## src/rtl/lant_pkg.sv

```systemverilog
// Shared types, codes and defaults for the Langton's ant stepper.
package lant_pkg;

  // Default grid store dimensions.
  localparam int DEF_MAX_ROWS = 256;
  localparam int DEF_MAX_COLS = 256;

  // Largest active size the size registers can select; larger values clamp to it.
  localparam int SIZE_LIMIT = 256;

  // Configuration port widths.
  localparam int CFG_INDEX_W = 2;
  localparam int CFG_DATA_W  = 9;

  // Configuration register indexes.
  localparam logic [CFG_INDEX_W-1:0] CFG_GRID_HEIGHT = 2'd0;
  localparam logic [CFG_INDEX_W-1:0] CFG_GRID_WIDTH  = 2'd1;
  localparam logic [CFG_INDEX_W-1:0] CFG_WRAP_EDGES  = 2'd2;

  // Item modes.
  localparam logic [1:0] MODE_STEP  = 2'd0;
  localparam logic [1:0] MODE_WRITE = 2'd1;
  localparam logic [1:0] MODE_PLACE = 2'd2;

  // Headings, coded clockwise.
  localparam logic [1:0] HEAD_UP    = 2'd0;
  localparam logic [1:0] HEAD_RIGHT = 2'd1;
  localparam logic [1:0] HEAD_DOWN  = 2'd2;
  localparam logic [1:0] HEAD_LEFT  = 2'd3;

  // Turn amounts: a quarter turn counterclockwise or clockwise.
  localparam logic [1:0] TURN_CCW = 2'd3;
  localparam logic [1:0] TURN_CW  = 2'd1;

  // Input transaction payload.
  typedef struct packed {
    logic [1:0] mode;
    logic [7:0] cell_x;
    logic [7:0] cell_y;
    logic       cell_value;
  } req_t;

  // Result transaction payload.
  typedef struct packed {
    logic       changed_valid;
    logic [7:0] changed_x;
    logic [7:0] changed_y;
    logic       changed_value;
    logic [7:0] ant_x;
    logic [7:0] ant_y;
    logic [1:0] ant_heading;
  } rsp_t;

  // Commands from the controller to the datapath.
  typedef struct packed {
    logic clr_wr;
    logic idle;
    logic take;
    logic commit;
  } cmd_t;

  // Status from the datapath to the controller.
  typedef struct packed {
    logic clr_last;
    logic out_busy;
  } sts_t;

endpackage

```

## src/rtl/lant_ctrl.sv

```systemverilog
// Controller state machine for the Langton's ant stepper.
module lant_ctrl (
  input  logic           clk,
  input  logic           rst,
  input  logic           req_valid,
  output logic           req_ready,
  input  lant_pkg::sts_t sts,
  output lant_pkg::cmd_t cmd
);

  typedef enum logic [1:0] {
    ST_CLEAR,
    ST_IDLE,
    ST_WORK
  } state_t;

  state_t state;

  // State register: clear the grid after reset, then alternate accept and work.
  always_ff @(posedge clk) begin
    if (rst) begin
      state <= ST_CLEAR;
    end else begin
      unique case (state)
        ST_CLEAR: begin
          if (sts.clr_last) state <= ST_IDLE;
        end
        ST_IDLE: begin
          if (req_valid) state <= ST_WORK;
        end
        ST_WORK: begin
          if (!sts.out_busy) state <= ST_IDLE;
        end
        default: state <= ST_CLEAR;
      endcase
    end
  end

  // Commands follow from the state, the request valid and the output busy flag.
  always_comb begin
    cmd.clr_wr = (state == ST_CLEAR);
    cmd.idle   = (state == ST_IDLE);
    cmd.take   = (state == ST_IDLE) && req_valid;
    cmd.commit = (state == ST_WORK) && !sts.out_busy;
  end

  assign req_ready = (state == ST_IDLE);

endmodule

```

## config.mk

```make
export PLATFORM = sky130hd
export DESIGN_NAME = lant_ctrl
export DESIGN_NICKNAME = d
export VERILOG_FILES = /design/src/rtl/lant_pkg.sv /design/src/rtl/lant_ctrl.sv
export SDC_FILE = /design/constraint.sdc
export NUM_CORES = 1
export LEC_CHECK = 0
export BUFFER_PORTS_ARGS = -buffer_cell sky130_fd_sc_hd__buf_2
export CORE_AREA = 2 2 39 41
export CTS_CLUSTER_SIZE = 25
export DETAILED_ROUTE_END_ITERATION = 10
export DIE_AREA = 0 0 41 43
export PLACE_DENSITY = 0.4
export REMOVE_ABC_BUFFERS = 1
export SLEW_MARGIN = 20
export SYNTH_ARGS = -nofsm -noshare
export SYNTH_HDL_FRONTEND = slang
export SYNTH_SLANG_ARGS = --single-unit
```

## constraint.sdc

```tcl
create_clock -name clk -period 1.3 [get_ports clk]
set_input_delay 0.065 -clock clk [delete_from_list [all_inputs] [get_ports clk]]
set_output_delay 0.065 -clock clk [all_outputs]
set_load 0.005 [all_outputs]
```

==> results of run 1 <==
## final cells by class
class,instances,share of cell area (%)
Multi-Input combinational cell,10,38.6
Timing Repair Buffer,9,21.7
Sequential cell,2,19.3
Clock buffer,3,10.8
Tap cell,16,9.64
## path summary, 6_finish.rpt
check | startpoint | endpoint | cells past startpoint
worst max-delay path | state[1] | req_ready | 2
worst min-delay path | rst | state[0] | 2
worst max register to register | state[1] | state[0] | 2
worst min register to register | state[0] | state[0] | 1
## metrics by stage
step / hold WS, ps / cell area, um2 / util [%] / power [mW]
final: 53.4 / 208 / 15.0 / 0.253
after global placement: 285 / 185 / 13.4 / 0.118
after CTS: 47.4 / 208 / 15.0 / 0.260
after floorplan: 163 / 120 / - / 0.0935
after detailed placement: 284 / 185 / 13.4 / 0.117
after global routing: 48.5 / 208 / 15.0 / 0.281
## cell usage in the layout, fill, tap and decap left out
master | synthesis | layout
clkbuf_4 | 0 | 3
dfxtp_1 | 2 | 2
and2_2 | 1 | 1
nor2_1 | 2 | 2
nor3b_1 | 1 | 1
o21ba_2 | 1 | 1
o41ai_1 | 1 | 1
buf_2 | 0 | 9
and2b_2 | 1 | 1
or4b_1 | 1 | 1
and3b_2 | 2 | 2
## power groups by stage
stage | clock network, mW | logic (mW) | registers (mW)
finish | 0.138 | 0.0409 | 0.0744
global route | 0.159 | 0.0470 | 0.0755
CTS | 0.144 | 0.0415 | 0.0743
detailed placement | 0 | 0.0414 | 0.0751
global placement | 0 | 0.0419 | 0.0760
floorplan | 0 | 0.0204 | 0.0731
## worst register-to-register path, cell delays in order (launching register included)
cell     delay [ps]
dfxtp_1         340
or4b_1          520
o41ai_1          70
## per-layer routing
metal / part of all wire [%] / GRT usage [%] / vias up
met5: 0 / 0 / -
met4: 0 / 4.00 / 0
met3: 26 / 9.42 / 0
met2: 15 / 2.50 / 14
met1: 58 / 7.01 / 44
li1: - / - / 70
## cell families (layout without fill, tap and decap cells)
kind of cell           count (synthesis)  in the layout  share of synthesized area (%)
AOI/OAI and AO/OA                      2              2                           14.7
and+or+nand+nor                        8              8                           48.0
DFF                                    2              2                           31.4
buffers and inverters                  1             12                           5.88
==> metrics.cfg, run 1 <==
[status]
status = finished clean

[floorplan]
rows = 14
io_pins = 10
core-area_mm2 = 0.00138
start_util_pct = 9.22
die_width_um = 41
dieArea_mm2 = 0.00176
die_height_um = 43

[sta]
max_freq_mhz = 941
finalHoldViolCount = 0
tightest_slew_ps = 231
setup_viol = 0
setup_tns_ps = 0
slew_headroom_pct = 84.4
rsz0062_at_grt = no
fin_crit_sh_pct = 81.7
finClkSkew_ps = 4.66
slew_violations = 0
post-route-min-period_ps = 1060
timing.final.ws_setup_ps = 238

[place]
dp_slack_ps = 273
dp.cells = 37
gp_congestion = 0.640
portBuffers = 9

[cts]
htreeDepth = 1
clock_latency_ps = 230
post_cts_resized = 0
holdBufCountCts = 0
path_clk_slew_ps = 30
cts_root_buf = clkbuf_4
cts_tree = yes
clockBufferDepth = 2
cts_sinks = 2
cts_inserted_buffers = 3
cts_setup_buffers = 0

[critical_path]
cp.buffers_inverters = 1
cp_max_fo = 8
path_delay_family = flip-flops
worstPathArrival_ps = 1000
endpoint_kind = output pin
r2r_setup_slack_ps = 270
cp-start-kind = register
slowest_delay_ps = 400
cpMaxStageDelayCell = dfxtp_1
path_class = register to output pin
cp.required_ps = 1240
path_cells = and2b_2 -> buf_2

[final_layout]
final_cell_count_no_fill = 40
fill_cells = 152
seqCellArea_um2 = 40.0
diodes = 0
largest_reg_flops = 2
drive_gt1_share_pct = 70.8
reg.largest.list = state (2)
syn_to_final_growth_pct = 62.7
top_register = state
multi_input_area_um2 = 80.1
fin_nets = 31

[drt]
vias = 128
routed_via_density = 3.20
ant_nets = 0
drc = 0
routed_wl_um = 297
drt_iter0_drc = 9
first_pass_iters = 2
wl_per_cell_um = 7.43

[logic_synthesis]
synth_sequential_area_ratio_pct = 31.4
yosysWarnings = 0
ys_types = 10
async_flop_share_pct = 0
synthCells = 13
yosys-top-cells-count = and3b_2, dfxtp_1, nor2_1
ys.flop_type = dfxtp_1
syn-cell-area_um2 = 128
ys_ff_latch = 2
synth_area_leaders = dfxtp_1, and3b_2, o21ba_2
synth_edf_count = 0
synth_area_leader_cell = dfxtp_1
netlist.area_leader.share_pct = 31.4
syn_avg_cell_area_um2 = 9.82

[pwr]
clockPowerShare_pct = 54.4
p_int_uw = 195
p_seq_share_pct = 29.4
power_switching_uw = 58.3
vdd_ir_drop_max_v = 0.000606
powerDensity_mw_per_mm2 = 1220
p_leak_nw = 0.102
switching_share_pct = 23.0
combPwrFrac_pct = 16.2

[global_routing]
grt_max_degree = 9
first_global_vias = 108
antenna_found_initial = 0
track_usage_pct = 5.41
grt_pass1_wl_um = 496
grt-ovfl-total = 0

[worst_hold_path]
min_path_type = input port to register

[flow_run]
drv_cap = 0

Note: power is estimated with default switching activity, not from simulation.
==> run 2, diff against run 1 <==
--- a/config.mk
+++ b/config.mk
@@ -5,12 +5,13 @@
 export SDC_FILE = /design/constraint.sdc
 export NUM_CORES = 1
 export LEC_CHECK = 0
+export ABC_AREA = 1
 export BUFFER_PORTS_ARGS = -buffer_cell sky130_fd_sc_hd__buf_2
 export CORE_AREA = 2 2 39 41
 export CTS_CLUSTER_SIZE = 25
 export DETAILED_ROUTE_END_ITERATION = 10
 export DIE_AREA = 0 0 41 43
-export PLACE_DENSITY = 0.4
+export PLACE_DENSITY = 0.41
 export REMOVE_ABC_BUFFERS = 1
 export SLEW_MARGIN = 20
 export SYNTH_ARGS = -nofsm -noshare
==> constraint.sdc (replaced) <==
create_clock -name clk -period 1 [get_ports clk]
set_input_delay 0.05 -clock clk [delete_from_list [all_inputs] [get_ports clk]]
set_output_delay 0.05 -clock clk [all_outputs]
set_load 0.005 [all_outputs]
==> run 2 against run 1 <==
  * Sequential cell count unchanged
  * Worst hold slack improved by 53 ps
  * Power increased by 38%
  * Utilization is 2.0 points higher
  * Global-route usage shrank 0.30 points
  * Combinational power increased by 82%
  * Register-to-register slack lost 70 ps
  * First-iteration DRC count shrank 100%
  * Wire length grew 7.1%
  * Critical path type unchanged
  * Largest cell class unchanged
  * Highest routed layer unchanged
==> metrics.cfg, run 2 <==
[status]
status = finished clean  ; unchanged

[sta]
rsz0062_at_grt = yes  ; was no
fin_crit_sh_pct = 97.5
timing.final.ws_setup_ps = 24.6  ; was 238 ps
finalHoldViolCount = 0  ; unchanged
max_freq_mhz = 1030
tightest_slew_ps = 139  ; was 231 ps
slew_violations = 0  ; unchanged
setup_tns_ps = 0  ; unchanged
slew_headroom_pct = 90.7  ; was 84.4%
finClkSkew_ps = 0.566  ; was 4.66 ps
fin_hold_ws_ps = 106  ; was 53.4 ps
post-route-min-period_ps = 975
setup_viol = 0  ; unchanged

[final_layout]
design_area_um2 = 235  ; was 208 um2
postLayoutCoreUtil_pct = 17.0  ; was 15.0%
mostFrequentLayoutCell = buf_2  ; unchanged
top_register = state  ; unchanged
reg.largest.list = state (2)  ; unchanged
multi_input_area_um2 = 68.8  ; was 80.1 um2
fill_cells = 171  ; was 152
largest_reg_flops = 2  ; unchanged
fin_nets = 39  ; was 31
drive_gt1_share_pct = 62.5  ; was 70.8%
seqCellArea_um2 = 47.5  ; was 40.0 um2
diodes = 0  ; unchanged
syn_to_final_growth_pct = 74.1  ; was 62.7%
layout_common_cells = buf_2, nand2_1, clkbuf_4  ; was buf_2, clkbuf_4, nor2_1, and3b_2, dfxtp_1

[drt]
routed_wl_um = 318  ; was 297 um
met3_length_um = 49  ; was 78 um
vias = 162  ; was 128
drt_iter0_drc = 0  ; was 9
drt-met1-wl_um = 105  ; was 172 um
top_layer_used = met3  ; unchanged
routed_via_density = 3.38  ; was 3.20
wl_met2_um = 164  ; was 46 um
wl_per_cell_um = 6.63  ; was 7.43 um
first_pass_iters = 1  ; was 2
ant_nets = 0  ; unchanged
drc = 0  ; unchanged

[cts]
htreeDepth = 1  ; unchanged
clock_latency_ps = 220  ; was 230 ps
cts_setup_buffers = 0  ; unchanged
cts_tree = yes  ; unchanged
path_clk_slew_ps = 30  ; about the same
cts_root_buf = clkbuf_4  ; unchanged
clockBufferDepth = 2  ; unchanged
cts_inserted_buffers = 3  ; unchanged
cts_sinks = 2  ; unchanged

[logic_synthesis]
ys_ff_latch = 2  ; unchanged
synth_xor_xnor_area_share_pct = 0  ; unchanged
synthCells = 20  ; was 13
netlist.area_leader.share_pct = 29.6  ; was 31.4%
synth_edf_count = 0  ; unchanged
synth_sequential_area_ratio_pct = 29.6  ; was 31.4%
synth_area_leaders = dfxtp_1, nor2_2, inv_1  ; was dfxtp_1, and3b_2, o21ba_2
yosys-top-cells-count = inv_1, nand2_1, dfxtp_1, nand3_1, nor2_2  ; was and3b_2, dfxtp_1, nor2_1
ys_types = 13  ; was 10
syn_avg_cell_area_um2 = 6.76  ; was 9.82 um2
ys.flop_type = dfxtp_1  ; unchanged
synthAdderAreaFrac_pct = 0  ; unchanged
async_flop_share_pct = 0  ; unchanged
synth-simple-area-share_pct = 47.2  ; was 48.0%
yosysWarnings = 0  ; unchanged
synth_area_leader_cell = dfxtp_1  ; unchanged
syn-cell-area_um2 = 135  ; was 128 um2
synth_compound_area_share_pct = 3.70  ; was 14.7%
synth_top_family_by_area = simple AND/OR/NAND/NOR gates  ; unchanged
synth_mux_area_share_pct = 0  ; unchanged

[global_routing]
grt_pass1_wl_um = 469  ; was 496 um
track_usage_pct = 5.11  ; was 5.41%
grt-ovfl-total = 0  ; unchanged
first_global_vias = 144  ; was 108
grt_max_degree = 6  ; was 9
antenna_found_initial = 0  ; unchanged

[critical_path]
cp-start-kind = register  ; unchanged
cp_max_fo = 5  ; was 8
cp-startpoint = state[0]  ; was state[1]
worstPathArrival_ps = 930  ; was 1000 ps
critPathCapture = cmd[1]  ; was req_ready
worst_r2r_path_depth = 5  ; was 2
slowest_delay_ps = 370  ; was 400 ps
endpoint_kind = output pin  ; unchanged
cp.required_ps = 950  ; was 1240 ps
r2r_end = state[0]  ; unchanged
path_cells = inv_4 -> nor2_4 -> nand2_2 -> inv_2 -> buf_2  ; was and2b_2 -> buf_2
cpMaxStageDelayCell = dfxtp_4  ; was dfxtp_1
r2r_setup_slack_ps = 200  ; was 270 ps
timing.rr.start = state[0]  ; was state[1]
path_class = register to output pin  ; unchanged

[floorplan]
die_width_um = 41  ; unchanged
die_height_um = 43  ; unchanged
core-area_mm2 = 0.00138  ; unchanged
dieArea_mm2 = 0.00176  ; unchanged
rows = 14  ; unchanged
io_pins = 10  ; unchanged
start_util_pct = 9.76  ; was 9.22%

[place]
portBuffers = 9  ; unchanged
dp_slack_ps = 136  ; was 273 ps
placed_area_um2 = 193  ; was 185 um2
gp_congestion = 0.603  ; was 0.640

[pwr]
powerDensity_mw_per_mm2 = 1480  ; was 1220 mW/mm2
p_leak_nw = 0.120  ; was 0.102 nW
vdd_ir_drop_max_v = 0.000371  ; was 0.000606 V

[flow_run]
drv_cap = 0  ; unchanged

[worst_hold_path]
min_path_type = input port to register  ; unchanged

[run 2: worst min-delay path by stage]
stage,endpoint,depth (start not counted),slack [ps],startpoint
global route,state[1],3,100,req_valid
global placement,state[1],2,220,rst
floorplan,state[1],1,120,rst
detailed placement,state[1],2,230,rst
CTS,state[1],3,90,req_valid
finish,state[1],3,110,req_valid
[run 2: stage by stage]
| step | instances | total power [mW] |
|---|---|---|
| after floorplan | 19 | 0.138 |
| after global placement | 44 | 0.170 |
| after detailed placement | 44 | 0.170 |
| after CTS | 48 | 0.361 |
| after global routing | 48 | 0.386 |
| final | 48 | 0.349 |
[run 2: logic make-up (layout without fill, tap and decap cells)]
| logic type | Yosys count | in the layout |
|---|---|---|
| DFF | 2 | 2 |
| buffers and inverters | 6 | 18 |
| AOI/OAI and AO/OA | 1 | 1 |
| and+or+nand+nor | 11 | 11 |
[run 2: routing by layer]
layer | global-route usage [%] | vias to the layer above
met5 | 0 | -
met4 | 8.00 | 0
met3 | 5.24 | 0
met2 | 6.25 | 5
met1 | 2.87 | 72
li1 | - | 85
[run 2: final cells by class]
class | count | area share, %
inverter | 5 | 9.04
sequential | 2 | 20.2
timing repair buffer | 10 | 23.4
clock buffer | 3 | 9.57
tap | 16 | 8.51
multi-input combinational | 12 | 29.3
[run 2: critical path, delay by kind of cell (launching register included)]
family	cells	cell delay, ps
flip-flops	1	370
buffers and inverters	3	170
AND/OR/NAND/NOR	2	160
[run 2: where the power goes]
group / switching, mW / internal (mW)
Sequential: 0.0120 / 0.0873
Clock: 0.0429 / 0.132
Combinational: 0.0363 / 0.0383
Total: 0.0912 / 0.258
[run 2: what timing repair did]
action	in CTS	in global routing
hold buffers	1	0
resized for setup	3	3
setup endpoints to repair	2	2
hold endpoints to repair	1	0
==> run 3, diff against run 2 <==
==> constraint.sdc (replaced) <==
create_clock -name clk -period 1.1 [get_ports clk]
set_input_delay 0.055 -clock clk [delete_from_list [all_inputs] [get_ports clk]]
set_output_delay 0.055 -clock clk [all_outputs]
set_load 0.005 [all_outputs]
==> run 3 against run 2 <==
  * Design area down 3.2%
  * Setup slack better by 84 ps
  * Sequential power down 8.9%
  * Via count up 0.62%
  * Clock-buffer cell count unchanged
  * Clock skew about the same
  * Power down 9.4%
  * Register-to-register slack better by 120 ps
==> metrics.cfg, run 3 (synthesis gave the netlist of run 2 again) <==
[status]
status = finished clean  ; unchanged

[global_routing]
first_global_vias = 138  ; was 144
track_usage_pct = 5.01  ; was 5.11%
grt_max_degree = 6  ; unchanged
antenna_found_initial = 0  ; unchanged
grt_pass1_wl_um = 455  ; was 469 um
grt-ovfl-total = 0  ; unchanged

[sta]
setup_tns_ps = 0  ; unchanged
post-route-min-period_ps = 992
setup_viol = 0  ; unchanged
slew_violations = 0  ; unchanged
max_freq_mhz = 1010
tightest_slew_ps = 139  ; about the same
finClkSkew_ps = 0.537  ; was 0.566 ps
fin_crit_sh_pct = 90.2
rsz0062_at_grt = no  ; was yes
fin_hold_ws_ps = 97.6  ; was 106 ps
slew_headroom_pct = 90.7  ; about the same
finalHoldViolCount = 0  ; unchanged

[critical_path]
cpMaxStageDelayCell = dfxtp_2  ; was dfxtp_4
cp.required_ps = 1040  ; was 950 ps
cp-start-kind = register  ; unchanged
slowest_delay_ps = 360  ; was 370 ps
endpoint_kind = output pin  ; unchanged
worstPathArrival_ps = 940  ; was 930 ps
path_cells = inv_2 -> nor2_4 -> nand2_2 -> inv_1 -> buf_2  ; was inv_4 -> nor2_4 -> nand2_2 -> inv_2 -> buf_2
cp_max_fo = 5  ; unchanged
path_class = register to output pin  ; unchanged

[floorplan]
die_height_um = 43  ; unchanged
rows = 14  ; unchanged
start_util_pct = 9.76  ; unchanged
dieArea_mm2 = 0.00176  ; unchanged
io_pins = 10  ; unchanged
die_width_um = 41  ; unchanged
core-area_mm2 = 0.00138  ; unchanged

[final_layout]
drive_gt1_share_pct = 59.4  ; was 62.5%
mostFrequentLayoutCell = buf_2  ; unchanged
seqCellArea_um2 = 42.5  ; was 47.5 um2
layout_common_cells = buf_2, inv_1, nand2_1, clkbuf_4  ; was buf_2, nand2_1, clkbuf_4
top_register = state  ; unchanged
final_cell_count_no_fill = 48  ; unchanged
multi_input_area_um2 = 68.8  ; unchanged
syn_to_final_growth_pct = 68.5  ; was 74.1%
reg.largest.list = state (2)  ; unchanged
largest_reg_flops = 2  ; unchanged
fill_cells = 170  ; was 171
diodes = 0  ; unchanged
fin_nets = 39  ; unchanged

[flow_run]
drv_cap = 0  ; unchanged

[cts]
cts_inserted_buffers = 3  ; unchanged
cts_tree = yes  ; unchanged
clock_latency_ps = 220  ; about the same
path_clk_slew_ps = 30  ; about the same
cts_root_buf = clkbuf_4  ; unchanged
cts_setup_buffers = 0  ; unchanged
htreeDepth = 1  ; unchanged
clockBufferDepth = 2  ; unchanged
cts_sinks = 2  ; unchanged

[drt]
ant_nets = 0  ; unchanged
wl_per_cell_um = 6.63  ; unchanged
drc = 0  ; unchanged
routed_via_density = 3.40  ; was 3.38
first_pass_iters = 1  ; unchanged
vias = 163  ; was 162
routed_wl_um = 318  ; unchanged
drt_iter0_drc = 0  ; unchanged

[place]
portBuffers = 9  ; unchanged
gp_congestion = 0.603  ; unchanged
dp.cells = 44  ; unchanged

[worst_hold_path]
min_path_type = input port to register  ; unchanged

[pwr]
powerDensity_mw_per_mm2 = 1390  ; was 1480 mW/mm2
vdd_ir_drop_max_v = 0.000340  ; was 0.000371 V
p_leak_nw = 0.121  ; was 0.120 nW

[run 3: cell counts in the layout (fill, tap and decap cells not counted)]
No cell type changed its count.
[run 3: final timing paths]
kind	start	endpoint	slack, ps	cells after the start
max	state[0]	cmd[1]	110	5
min	req_valid	state[1]	100	3
max reg2reg	state[1]	state[0]	320	5
min reg2reg	state[1]	state[1]	560	2
[run 3: metal layers]
metal	track usage [%]	vias to the layer above	share of wire (%)
met5	0	-	0
met4	8.00	0	0
met3	5.24	0	15
met2	5.94	5	52
met1	2.87	73	33
li1	-	85	-
[run 3: critical path, delay by kind of cell, from the launching register on]
kind	cells	cell delay, ps
buf+inv	3	200
flops	1	360
simple gates	2	160
[run 3: stage by stage]
step                utilization [%]  total power [mW]  setup WS, ps  instance area, um2
finish                         16.5             0.316           108                 228
global placement               13.9             0.155           243                 193
floorplan                         -             0.126           294                 128
CTS                            15.6             0.324          24.2                 215
global route                   16.5             0.350          46.8                 228
detailed placement             13.9             0.155           236                 193
[run 3: area by class of cell]
| cell class | instances | area share (%) |
|---|---|---|
| multi-input combinational | 12 | 30.2 |
| timing repair buffer | 10 | 24.2 |
| sequential | 2 | 18.7 |
| clock buffer | 3 | 9.89 |
| tap | 16 | 8.79 |
| inverter | 5 | 8.24 |
[run 3: report_power, final]
group,switching [mW],internal (mW),leakage [nW],total [mW]
Clock,0.0396,0.120,0.0138,0.160
Sequential,0.00961,0.0809,0.0172,0.0905
Combinational,0.0323,0.0337,0.0897,0.0660
Total,0.0815,0.235,0.121,0.316
[run 3: repair_timing]
item,CTS,global route
endpoints found under the setup margin,0,2
hold buffers,0,1
resized for setup,0,2
endpoints found under the hold margin,0,1
